--- config.mk ---
export PLATFORM = sky130hd
export DESIGN_NAME = config_frame_handler_top
export DESIGN_NICKNAME = d
export VERILOG_FILES = /design/src/cfh_pkg.sv /design/src/cfh_ram.sv /design/src/cfh_parser.sv /design/src/config_frame_handler_top.sv
export SDC_FILE = /design/constraint.sdc
export NUM_CORES = 1
export LEC_CHECK = 0
export BUFFER_PORTS_ARGS = -buffer_cell sky130_fd_sc_hd__buf_2
export CAP_MARGIN = 20
export CORE_ASPECT_RATIO = 0.7
export CORE_UTILIZATION = 34
export CTS_CLUSTER_DIAMETER = 80
export DETAILED_ROUTE_END_ITERATION = 7
export PLACE_DENSITY_LB_ADDON = 0.12
export SLEW_MARGIN = 20
export SYNTH_ARGS = -nofsm -noshare
export SYNTH_HDL_FRONTEND = slang
export SYNTH_SLANG_ARGS = --single-unit
--- constraint.sdc ---
create_clock -name clock -period 4.9 [get_ports clock]
set_clock_uncertainty 0.2 [all_clocks]
set_input_delay 0.245 -clock clock [delete_from_list [all_inputs] [get_ports clock]]
set_output_delay 0.245 -clock clock [all_outputs]
set_load 0.01 [all_outputs]
--- src/cfh_pkg.sv ---
// shared types, constants and helpers for the config frame handler
// no dependencies
`default_nettype none

package cfh_pkg;

   localparam int SETTING_BYTES = 16;
   localparam int HEADER_BYTES  = 6;

   // two banks: the live store and the pending write buffer
   localparam int MEM_DEPTH = 2 * SETTING_BYTES;
   localparam int ADDR_W    = $clog2(MEM_DEPTH);
   localparam int IDX_W     = $clog2(SETTING_BYTES);
   localparam int POS_W     = 6;
   localparam int HDR_IDX_W = $clog2(HEADER_BYTES);

   localparam logic [7:0] CMD_READ   = 8'hF0;
   localparam logic [7:0] CMD_WRITE  = 8'h90;
   localparam logic [7:0] REPLY_MARK = 8'h24;

   localparam logic [7:0] FRAME_HEADER [HEADER_BYTES] =
      '{8'hFF, 8'h56, 8'hAE, 8'h35, 8'hA9, 8'h55};

   typedef struct packed {
      logic go;      // a result run starts
      logic reject;  // run is a single reject result
   } cfh_launch_type;

   typedef struct packed {
      logic bank;    // bank holding the live settings
      logic loaded;  // store has been written since reset
   } cfh_store_type;

   typedef struct packed {
      logic              en;
      logic [ADDR_W-1:0] addr;
      logic [7:0]        data;
   } cfh_wr_type;

   function automatic logic [7:0] header_byte(input logic [HDR_IDX_W-1:0] idx);
      logic [7:0] b;
      b = 8'h00;
      if (int'(idx) < HEADER_BYTES) b = FRAME_HEADER[idx];
      return b;
   endfunction

   function automatic logic [ADDR_W-1:0] bank_addr(input logic bank,
                                                   input logic [POS_W-1:0] idx);
      logic [ADDR_W-1:0] base;
      base = bank ? ADDR_W'(SETTING_BYTES) : '0;
      return base + ADDR_W'(idx);
   endfunction

endpackage

`default_nettype wire

--- src/cfh_ram.sv ---
// generic single-port-write, single-port-read ram with registered read
// no dependencies
`default_nettype none

module cfh_ram #(
   parameter int WIDTH = 8,
   parameter int DEPTH = 32
) (
   input  wire logic                     clock,
   input  wire logic                     wr_en,
   input  wire logic [$clog2(DEPTH)-1:0] wr_addr,
   input  wire logic [WIDTH-1:0]         wr_data,
   input  wire logic [$clog2(DEPTH)-1:0] rd_addr,
   output logic      [WIDTH-1:0]         rd_data
);

   logic [WIDTH-1:0] mem_ff [DEPTH];
   logic [WIDTH-1:0] rd_data_ff;

   always_ff @(posedge clock) begin
      if (wr_en) mem_ff[wr_addr] <= wr_data;
      rd_data_ff <= mem_ff[rd_addr];
   end

   assign rd_data = rd_data_ff;

endmodule

`default_nettype wire

--- src/cfh_parser.sv ---
// frame parser: header match, control decode, write collection and bank commit
// depends on cfh_pkg
`default_nettype none

module cfh_parser (
   input  wire logic                   clock,
   input  wire logic                   reset,
   input  wire logic                   accept,
   input  wire logic [7:0]             rx_byte,
   input  wire logic                   frame_start,
   output cfh_pkg::cfh_launch_type     launch,
   output cfh_pkg::cfh_store_type      store,
   output cfh_pkg::cfh_wr_type         wr
);
   import cfh_pkg::*;

   localparam logic [1:0] PH_IDLE    = 2'd0;
   localparam logic [1:0] PH_HEADER  = 2'd1;
   localparam logic [1:0] PH_CONTROL = 2'd2;
   localparam logic [1:0] PH_DATA    = 2'd3;

   logic [1:0]       phase_ff, phase_in, phase_eff;
   logic [POS_W-1:0] pos_ff, pos_in, pos_eff, pos_inc;
   logic             bank_ff, bank_in;
   logic             loaded_ff, loaded_in;

   always_comb begin
      phase_eff = frame_start ? PH_HEADER : phase_ff;
      pos_eff   = frame_start ? '0 : pos_ff;
      pos_inc   = pos_eff + POS_W'(1);

      phase_in  = phase_ff;
      pos_in    = pos_ff;
      bank_in   = bank_ff;
      loaded_in = loaded_ff;
      launch    = '0;
      wr.en     = 1'b0;
      wr.addr   = bank_addr(~bank_ff, pos_eff);
      wr.data   = rx_byte;

      if (accept) begin
         unique case (phase_eff)
            PH_HEADER: begin
               if (int'(pos_eff) >= HEADER_BYTES ||
                   rx_byte != header_byte(pos_eff[HDR_IDX_W-1:0])) begin
                  launch   = '{go: 1'b1, reject: 1'b1};
                  phase_in = PH_IDLE;
                  pos_in   = '0;
               end else if (int'(pos_inc) >= HEADER_BYTES) begin
                  phase_in = PH_CONTROL;
                  pos_in   = '0;
               end else begin
                  phase_in = PH_HEADER;
                  pos_in   = pos_inc;
               end
            end
            PH_CONTROL: begin
               pos_in = '0;
               if (rx_byte == CMD_READ) begin
                  launch   = '{go: 1'b1, reject: 1'b0};
                  phase_in = PH_IDLE;
               end else if (rx_byte == CMD_WRITE) begin
                  phase_in = PH_DATA;
               end else begin
                  launch   = '{go: 1'b1, reject: 1'b1};
                  phase_in = PH_IDLE;
               end
            end
            PH_DATA: begin
               // collect into the pending bank, swap banks on the last byte
               wr.en = 1'b1;
               if (pos_inc == POS_W'(SETTING_BYTES)) begin
                  bank_in   = ~bank_ff;
                  loaded_in = 1'b1;
                  launch    = '{go: 1'b1, reject: 1'b0};
                  phase_in  = PH_IDLE;
                  pos_in    = '0;
               end else begin
                  phase_in = PH_DATA;
                  pos_in   = pos_inc;
               end
            end
            default: begin
               phase_in = PH_IDLE;
               pos_in   = '0;
            end
         endcase
      end
   end

   always_ff @(posedge clock) begin
      if (reset) begin
         phase_ff  <= PH_IDLE;
         pos_ff    <= '0;
         bank_ff   <= 1'b0;
         loaded_ff <= 1'b0;
      end else begin
         phase_ff  <= phase_in;
         pos_ff    <= pos_in;
         bank_ff   <= bank_in;
         loaded_ff <= loaded_in;
      end
   end

   assign store = '{bank: bank_ff, loaded: loaded_ff};

endmodule

`default_nettype wire

--- src/config_frame_handler_top.sv ---
// config frame handler top level: parser, two-bank settings ram, reply sequencer
// depends on cfh_pkg, cfh_parser, cfh_ram
`default_nettype none

// A request carries one frame byte; frame_start marks header byte 0. Bytes that
// only advance the parse give no result and leave req_ready high. The byte that
// finishes a frame starts a run: either one reject result, or the reply mark
// followed by SETTING_BYTES (16) stored bytes, one result per cycle while rsp_ready
// is high. The stored bytes stream out of the registered read port of the settings
// ram, which holds two banks: the live settings and a pending buffer that a write
// frame fills; the last write byte swaps the banks, so an aborted write leaves the
// live settings untouched. While a run is in flight no request is taken (req_ready
// low). The store reads as all zero after reset through a loaded flag, so there is
// no clearing pass.

module config_frame_handler_top (
   input  wire logic       clock,
   input  wire logic       reset,
   input  wire logic       req_valid,
   output logic            req_ready,
   input  wire logic [7:0] req_rx_byte,
   input  wire logic       req_frame_start,
   output logic            rsp_valid,
   input  wire logic       rsp_ready,
   output logic [7:0]      rsp_tx_byte,
   output logic            rsp_tx_last,
   output logic            rsp_rejected
);
   import cfh_pkg::*;

   // what the output stage is showing
   localparam logic [1:0] OUT_REJECT = 2'd0;
   localparam logic [1:0] OUT_MARK   = 2'd1;
   localparam logic [1:0] OUT_DATA   = 2'd2;

   cfh_launch_type    launch;
   cfh_store_type     store;
   cfh_wr_type        wr;

   logic              req_accept;
   logic              rsp_accept;
   logic              out_valid_ff, out_valid_in;
   logic [1:0]        out_mode_ff, out_mode_in;
   logic [IDX_W-1:0]  out_idx_ff, out_idx_in, rd_idx;
   logic              idx_at_end;
   logic [ADDR_W-1:0] rd_addr;
   logic [7:0]        rd_data;

   // one request at a time: nothing enters while a result run is pending
   assign req_ready  = !out_valid_ff;
   assign req_accept = req_valid && req_ready;
   assign rsp_accept = out_valid_ff && rsp_ready;

   cfh_parser u_parser (
      .clock       (clock),
      .reset       (reset),
      .accept      (req_accept),
      .rx_byte     (req_rx_byte),
      .frame_start (req_frame_start),
      .launch      (launch),
      .store       (store),
      .wr          (wr)
   );

   assign idx_at_end = (out_idx_ff == IDX_W'(SETTING_BYTES - 1));

   // read address runs one ahead on accept so the ram output tracks the shown byte
   always_comb begin
      rd_idx = out_idx_ff;
      if (rsp_accept && out_mode_ff == OUT_DATA && !idx_at_end) begin
         rd_idx = out_idx_ff + IDX_W'(1);
      end
      rd_addr = bank_addr(store.bank, POS_W'(rd_idx));
   end

   cfh_ram #(
      .WIDTH (8),
      .DEPTH (MEM_DEPTH)
   ) u_ram (
      .clock   (clock),
      .wr_en   (wr.en),
      .wr_addr (wr.addr),
      .wr_data (wr.data),
      .rd_addr (rd_addr),
      .rd_data (rd_data)
   );

   // result run sequencer
   always_comb begin
      out_valid_in = out_valid_ff;
      out_mode_in  = out_mode_ff;
      out_idx_in   = out_idx_ff;
      if (launch.go) begin
         out_valid_in = 1'b1;
         out_mode_in  = launch.reject ? OUT_REJECT : OUT_MARK;
         out_idx_in   = '0;
      end else if (rsp_accept) begin
         unique case (out_mode_ff)
            OUT_MARK: begin
               out_mode_in = OUT_DATA;
            end
            OUT_DATA: begin
               if (idx_at_end) out_valid_in = 1'b0;
               else            out_idx_in   = rd_idx;
            end
            default: begin
               out_valid_in = 1'b0;
            end
         endcase
      end
   end

   always_ff @(posedge clock) begin
      if (reset) begin
         out_valid_ff <= 1'b0;
         out_mode_ff  <= OUT_REJECT;
         out_idx_ff   <= '0;
      end else begin
         out_valid_ff <= out_valid_in;
         out_mode_ff  <= out_mode_in;
         out_idx_ff   <= out_idx_in;
      end
   end

   // payload: mark, stored byte (zero until the first write commit) or reject
   always_comb begin
      rsp_tx_byte  = 8'h00;
      rsp_tx_last  = 1'b0;
      rsp_rejected = 1'b0;
      unique case (out_mode_ff)
         OUT_MARK: begin
            rsp_tx_byte = REPLY_MARK;
         end
         OUT_DATA: begin
            rsp_tx_byte = store.loaded ? rd_data : 8'h00;
            rsp_tx_last = idx_at_end;
         end
         default: begin
            rsp_tx_last  = 1'b1;
            rsp_rejected = 1'b1;
         end
      endcase
   end

   assign rsp_valid = out_valid_ff;

endmodule

`default_nettype wire

==> impl_results.md, run 1 <==
* Die Y at 174 um
* I/O pins at 25
* Initial DRC Count at 853
* Synth top area share at 53.3%
* Routed WL at 44200 um
* Die W at 248 um
* Prevailing post-synth register cell: edfxtp_1
* Yosys cell types at 57
* TNS Setup at 0 ps
* Placed cells at 1726
* # DRC at 0
* CP startpoint: out_idx_ff[1]$_SDFFE_PP0P_
* Worst Path Max Fanout at 70
* Clk root buf: clkbuf_16
* Max clock buf depth at 3
* PD cells at 314 nW/um^2
* Vias in the first global route at 9709
* Rel. slew slack at 22.6%
* YS warnings at 0
* Initial antenna violation count at 2
* Crit end category: flop
* Drt wl/cell at 24.7 um
* CTS sink count at 281
* Multi-input gate area at 5830 um^2
* Sequential area share after synthesis at 56.8%
* Startpoint Class: flop
* Final #Nets at 1242
* Max-slew violations at 0
* Worst endpoint required time at 5160 ps
* Post-Synth XOR/XNOR Area at 0.546%
* Unrepaired setup endpoints after global routing: no
* Compound-Gate Fraction of Synth Area at 14.5%
* Port Buffers at 24
* First drt pass iteration count at 5
* Post-Synth Simple-Gate Area at 12.3%
* Setup CP Type: flop to flop
* Count leader, synth: edfxtp_1
* Vias per inst at 5.66
* Post-Synth Adder-Cell Area at 0.781%
* Max cap viols at 0
* Reg clk slew, reported paths at 70 ps
* H-tree Lvls at 1
* Mux cell area share after synthesis at 11.9%
* Leading area contributor after synthesis: edfxtp_1
* GRT Total Usage at 20.7%
* Initial cell density of the core at 34.8%
* Final cell count without fillers at 1789
* Die Area at 43300 um^2
* Inserted Clock Buffers at 30
* CTS tree: yes
* Final Wtd Congestion at 0.811
* DP Wirelength at 27800 um
* Worst vdd ir at 0.000301 V
* Critical Path AT at 4190 ps
* Ranking of synthesized cells by area: edfxtp_1 (53%), mux2i_1 (11%), a211oi_1 (6.9%)
* Clock Latency Late Sink at 570 ps
* Cell area after synthesis at 14400 um^2
* Tcrit/Tclk final at 80.3%
* List of most frequent post-synthesis cells: edfxtp_1 (256), mux2i_1 (163), a211oi_1 (133)
* Hold/Removal Path Class: primary input to flop
* Postcts setup bufs at 0
* Vias at 10120
* Synth async-reset ratio at 0%
* Worst Hold Launch: req_rx_byte[1]
* Hold Violations, Final at 0
* Post-Syn Area per Cell at 11.8 um^2
* Critical R2R Launch: out_idx_ff[1]$_SDFFE_PP0P_
* Area growth syn-to-layout at 12.6%
* Highest clock rate at 254 MHz
* Post-route cell area at 16200 um^2
* Internal reg-to-reg setup slack at 970 ps
* Main combinational cell family by area after synthesis: compound AO/OA/AOI/OAI gates
* Post-synth EDFFs at 256
* Largest net degree at the start of global routing at 90
* Post-route ant nets at 0
* Worst Tran Pin Value at 1160 ps
* Seq. cell area at 8190 um^2
* Resize count post-CTS at 0
* Share of layout cells above drive strength 1 at 9.65%
* Core area at 41400 um^2
* Post-DP Area at 15100 um^2
* Layout fillers at 3964
* Endpoints failing setup at 0
* Seq cells post-synth at 281
* Min Tclk post-route at 3930 ps
* First-pass GRT wire length at 65500 um
* Synth Instances at 1224
* FP Rows at 62
* Status: finished, final reports clean
* P_leak at 4.79 nW
* Syn_nets at 1246
* Total congestion overflow at 0
worst max-delay path: stages (launching register included):
cell      delay (ps)
dfxtp_4          380
buf_4            820
buf_4            710
mux2i_1          260
a211oi_1         150
a311oi_1         740
a22oi_1          200
and3_1           230
cell usage in the layout, fill, tap and decap left out, types with 7 or more instances in the layout:
cell type  instances
a311oi_1          24
a211oi_1         133
nand4_1            9
a32oi_1            7
a22oi_1            9
mux2_2             8
o21ai_0            8
buf_4             26
nor3_1            11
a31oi_1           15
inv_1             12
nor2_1            67
nand2b_1           8
edfxtp_1         256
o311ai_0           8
nor4_1            12
and2_1             8
nand2_1          111
clkbuf_16         31
mux2i_1          162
a21oi_1           48
nand3_1           11
buf_2             24
dfxtp_1           23
nor2b_1           94
a2111oi_0          8
ha_1               8
and3_1             9
final cells by class:
type,instances,share of cell area (%)
Antenna cell,1,0.0154
Clock buffer,38,5.00
Clock inverter,18,1.36
Inverter,12,0.277
Multi-Input combinational cell,835,35.9
Sequential cell,281,50.5
Tap cell,544,4.19
Timing Repair Buffer,60,2.80
state kept, by name (all words and copies together) (netlist names):
signal	count
u_parser.bank_ff	1
u_parser.loaded_ff	1
out_idx_ff	4
out_mode_ff	2
u_parser.phase_ff	2
u_ram.mem_ff	256
u_ram.rd_data	8
u_parser.pos_ff	6
rsp_valid	1
per-stage QoR:
stage / power, mW / util, % / hold WS [ps] / worst slack [ps]
final: 5.10 / 39.2 / 63.1 / 966
after global routing: 5.26 / 39.2 / 72.7 / 787
after CTS: 5.16 / 39.2 / 45.8 / 1060
after detailed placement: 2.75 / 36.6 / 245 / 1070
after global placement: 2.75 / 36.6 / 247 / 1050
after floorplan: 2.68 / - / 144 / 1910
metal layers:
layer,global-route usage [%],vias up,part of all wire (%)
li1,-,4725,-
met1,32.9,5059,51
met2,29.0,284,41
met3,3.44,52,6.4
met4,4.04,0,1.7
met5,0,-,0
logic make-up after synthesis:
family	count (synthesis)
and+or+nand+nor	358
AOI/OAI and AO/OA	288
DFF	281
muxes	171
buffers and inverters	108
xor gates and xnor gates	9
adders and majority gates	9
power breakdown:
group / internal (mW) / switching (mW)
sequential: 2.61 / 0.00128
combinational: 0.0173 / 0.0662
clock: 1.43 / 0.977
path summary, 6_finish.rpt:
path | cells after the start | to
setup reg to reg | 7 | u_ram.rd_data[4]$_DFF_P_
setup / recovery | 7 | u_ram.rd_data[4]$_DFF_P_
hold / removal | 2 | u_ram.mem_ff[2][1]$_DFFE_PP_
hold reg to reg | 2 | u_parser.loaded_ff$_SDFFE_PP0P_
repair_timing:
item | 4_1_cts | 5_1_grt
endpoints found under the setup margin | 0 | 0
endpoints found under the hold margin | 25 | 0
hold buffers | 6 | 0
(Power assumes the default switching activity.)
==> inputs of run 2 (changes only) <==
Settings changed: ABC_AREA set to 1.
Clock period 4.9 ns to 3.2 ns, I/O delays scaled along.
==> run 2 against run 1 <==
The flow now finishes with violations (hold timing). Setup slack got worse by 730 ps. Combinational power is 80% higher. Utilization rose by 1.0 points. Power increased by 49%. Wire length down 22%. Count of clock-buffer cells in the layout grew 1. Final area is 11% lower. Sequential power up 53%. Hold slack got worse by 75 ps. Register-to-register slack got worse by 730 ps. Critical path type unchanged. Largest power group unchanged.
==> impl_results.md, run 2 <==
* Status: complete, but fails checks
* Failing checks: hold timing
* Share of layout cells above drive strength 1 at 12.3% (+2.6 points)
* Rel. slew slack at 49.6% (+27 points)
* Vias per inst at 4.86 (-14%)
* FP Rows at 58 (-6.5%)
* # DRC at 0 (unchanged)
* Crit end category: flop
* Max FFs per register at 256 (unchanged)
* Largest net degree at the start of global routing at 61 (-32%)
* Worst Path Max Fanout at 3 (-96%)
* Synth Instances at 1179 (-3.7%)
* Initial cell density of the core at 34.7% (-0.17 points)
* Sequential area share after synthesis at 65.6% (+8.9 points)
* Port Buffers at 24 (unchanged)
* Drt wl/cell at 19.8 um (-20%)
* Reg clk slew, reported paths at 70 ps (about the same)
* Ranking of synthesized cells by area: edfxtp_1 (62%), nand2_1 (9.2%), o211ai_1 (6.3%)
* Vias at 8516 (-16%)
* Core area at 36000 um^2 (-13%)
* Yosys cell types at 31 (-46%)
* CTS sink count at 281 (unchanged)
* Prevailing post-synth register cell: edfxtp_1
* Unrepaired setup endpoints after global routing: no
* Post-Synth XOR/XNOR Area at 0.491% (-0.055 points)
* Compound-Gate Fraction of Synth Area at 7.26% (-7.3 points)
* Syn_nets at 1201 (-3.6%)
* Synth top area share at 61.6% (+8.3 points)
* First-pass GRT wire length at 52300 um (-20%)
* Post-synth EDFFs at 256 (unchanged)
* Max-slew violations at 0 (unchanged)
* First drt pass iteration count at 5 (unchanged)
* Most frequent cells in the layout: nand2_1 (304), edfxtp_1 (256), inv_1 (154), nand3_1 (148), o211ai_1 (105)
* Max clock buf depth at 3 (unchanged)
* Leading area contributor after synthesis: edfxtp_1
* I/O pins at 25 (unchanged)
* Hold/Removal Path Class: primary input to flop
* Startpoint Class: flop
* Critical Path AT at 3220 ps (-970 ps)
* Cell area after synthesis at 12500 um^2 (-14%)
* Endpoints failing setup at 0 (unchanged)
* Mux cell area share after synthesis at 0% (-12 points)
* Routed WL at 34700 um (-22%)
* Tcrit/Tclk final at 92.7% (+12 points)
* Clock Latency Late Sink at 560 ps (about the same)
* Highest clock rate at 337 MHz (+33%)
* Post-Syn Area per Cell at 10.6 um^2 (-10%)
* Most common cell after layout, fill and taps aside: nand2_1
* Main combinational cell family by area after synthesis: simple AND/OR/NAND/NOR gates
* List of most frequent post-synthesis cells: nand2_1 (307), edfxtp_1 (256), inv_1 (155)
* Post-Synth Adder-Cell Area at 0.903% (+0.12 points)
* Setup CP Type: flop to flop
* Count leader, synth: nand2_1
* DP Wirelength at 22300 um (-20%)
* Final Wtd Congestion at 0.818 (+0.84%)
* Post-Synth Simple-Gate Area at 18.5% (+6.2 points)
* P_leak at 5.83 nW (+22%)
* Inserted Clock Buffers at 28 (-6.7%)
* Biggest register: u_ram.mem_ff
* Setup WS post-layout at 233 ps (-733 ps)
* PD cells at 524 nW/um^2 (+67%)
* Die Area at 37500 um^2 (-13%)
* CTS tree: yes
* Total congestion overflow at 0 (unchanged)
* Place WS at 339 ps (-728 ps)
* Synth async-reset ratio at 0% (unchanged)
* Worst Hold Launch: req_rx_byte[3]
* Post-route ant nets at 0 (unchanged)
* Hold Violations, Final at 3 (+3)
* Worst Tran Pin Value at 754 ps (-402 ps)
* Die W at 231 um (-7.0%)
* Initial antenna violation count at 2 (unchanged)
* Die Y at 162 um (-6.9%)
* Seq cells post-synth at 281 (unchanged)
* Max cap viols at 0 (unchanged)
* GRT Total Usage at 18.8% (-1.8 points)
* Worst endpoint required time at 3460 ps (-1700 ps)
* Final #Nets at 1271 (+2.3%)
* Postcts setup bufs at 0 (unchanged)
* Worst vdd ir at 0.000342 V (+14%)
* Area growth syn-to-layout at 16.1%
* H-tree Lvls at 1 (unchanged)
* CP startpoint: u_parser.pos_ff[1]$_SDFFE_PP0P_
* Min Tclk post-route at 2970 ps (-967 ps)
* Initial DRC Count at 719 (-16%)
* Vias in the first global route at 8028 (-17%)
* Hold Slack at -12.0 ps (-75.1 ps)
* Clk root buf: clkbuf_16
* Layout fillers at 3538 (-11%)
* TNS Setup at 0 ps (unchanged)
* YS warnings at 0 (unchanged)
* Critical R2R Launch: u_parser.pos_ff[1]$_SDFFE_PP0P_
[run 2: cell count changes after synthesis, moves of 12 or more]
| cell | change |
|---|---|
| a21oi_1 | -33 |
| a311oi_1 | -24 |
| nand3_1 | +138 |
| a211oi_1 | -133 |
| clkbuf_1 | -39 |
| nor2b_1 | -94 |
| a31oi_1 | -14 |
| nand2_1 | +196 |
| inv_1 | +143 |
| mux2i_1 | -163 |
| o211ai_1 | +103 |
| nor4_1 | -12 |
| buf_1 | -12 |
[run 2: path summary, 6_finish.rpt]
| kind | slack (ps) | cells past startpoint | end |
|---|---|---|---|
| setup / recovery | 230 | 17 | rsp_valid$_SDFFE_PP0P_ |
| setup reg to reg | 230 | 17 | rsp_valid$_SDFFE_PP0P_ |
| hold / removal | -10 | 2 | u_ram.mem_ff[18][3]$_DFFE_PP_ |
| hold reg to reg | 290 | 2 | u_parser.pos_ff[5]$_SDFFE_PP0P_ |
[run 2: what timing repair did]
item | in CTS | in global routing
hold endpoints to repair | 29 | 0
resized for setup | 0 | 4
endpoints found under the setup margin | 0 | 1
hold buffers | 8 | 0
[run 2: worst max-delay path, stage by stage, from the launching register on]
cell and delay, ps:
dfxtp_1 390, inv_1 90, nor2_1 130, inv_1 100, ha_1 310, inv_1 100
nand2_1 80, nand2_1 60, nand2_1 60, nand2_1 80, nand2_1 60, nor2_1 130
nand3_2 120, nand2_2 100, nand3_1 70, nand2_1 150, a21oi_1 80, dlygate4sd3_1 550
[run 2: logic make-up after synthesis]
kind of cell,count (synthesis)
and+or+nand+nor,541
DFF,281
buffers and inverters,217
AOI/OAI and AO/OA,127
adders and majority gates,9
xor gates and xnor gates,4
[run 2: area by class of cell]
class	instances	area, um^2	share of cell area [%]
Timing Repair Buffer	97	726	5.01
Sequential cell	281	8190	56.5
Clock inverter	13	150	1.04
Multi-Input combinational cell	681	3410	23.6
Clock buffer	39	802	5.54
Antenna cell	1	2.50	0.0173
Tap cell	480	601	4.15
Inverter	160	601	4.15
[run 2: metal layers]
metal	global-route usage [%]	wire length, um	vias to the layer above
met5	0	0	-
met2	27.2	14300	172
li1	-	-	4174
met4	2.65	439	0
met3	3.04	1630	34
met1	29.9	18300	4136
[run 2: report_power, final]
group	switching (mW)	total, mW	internal, mW
clock	1.44	3.43	1.99
sequential	0.00223	4.00	4.00
combinational	0.115	0.150	0.0356
total	1.56	7.58	6.02
[run 2: through the flow]
step                      cell area, um^2  cells  hold WS (ps)  power, mW  util, %
after floorplan                     12500   1179          58.9       4.12        -
after global placement              13400   1691           273       4.23     37.3
after detailed placement            13400   1691           279       4.23     37.3
after CTS                           14500   1751          4.72       7.64     40.2
after global routing                14500   1751          15.0       7.78     40.2
final                               14500   1752         -12.0       7.58     40.2
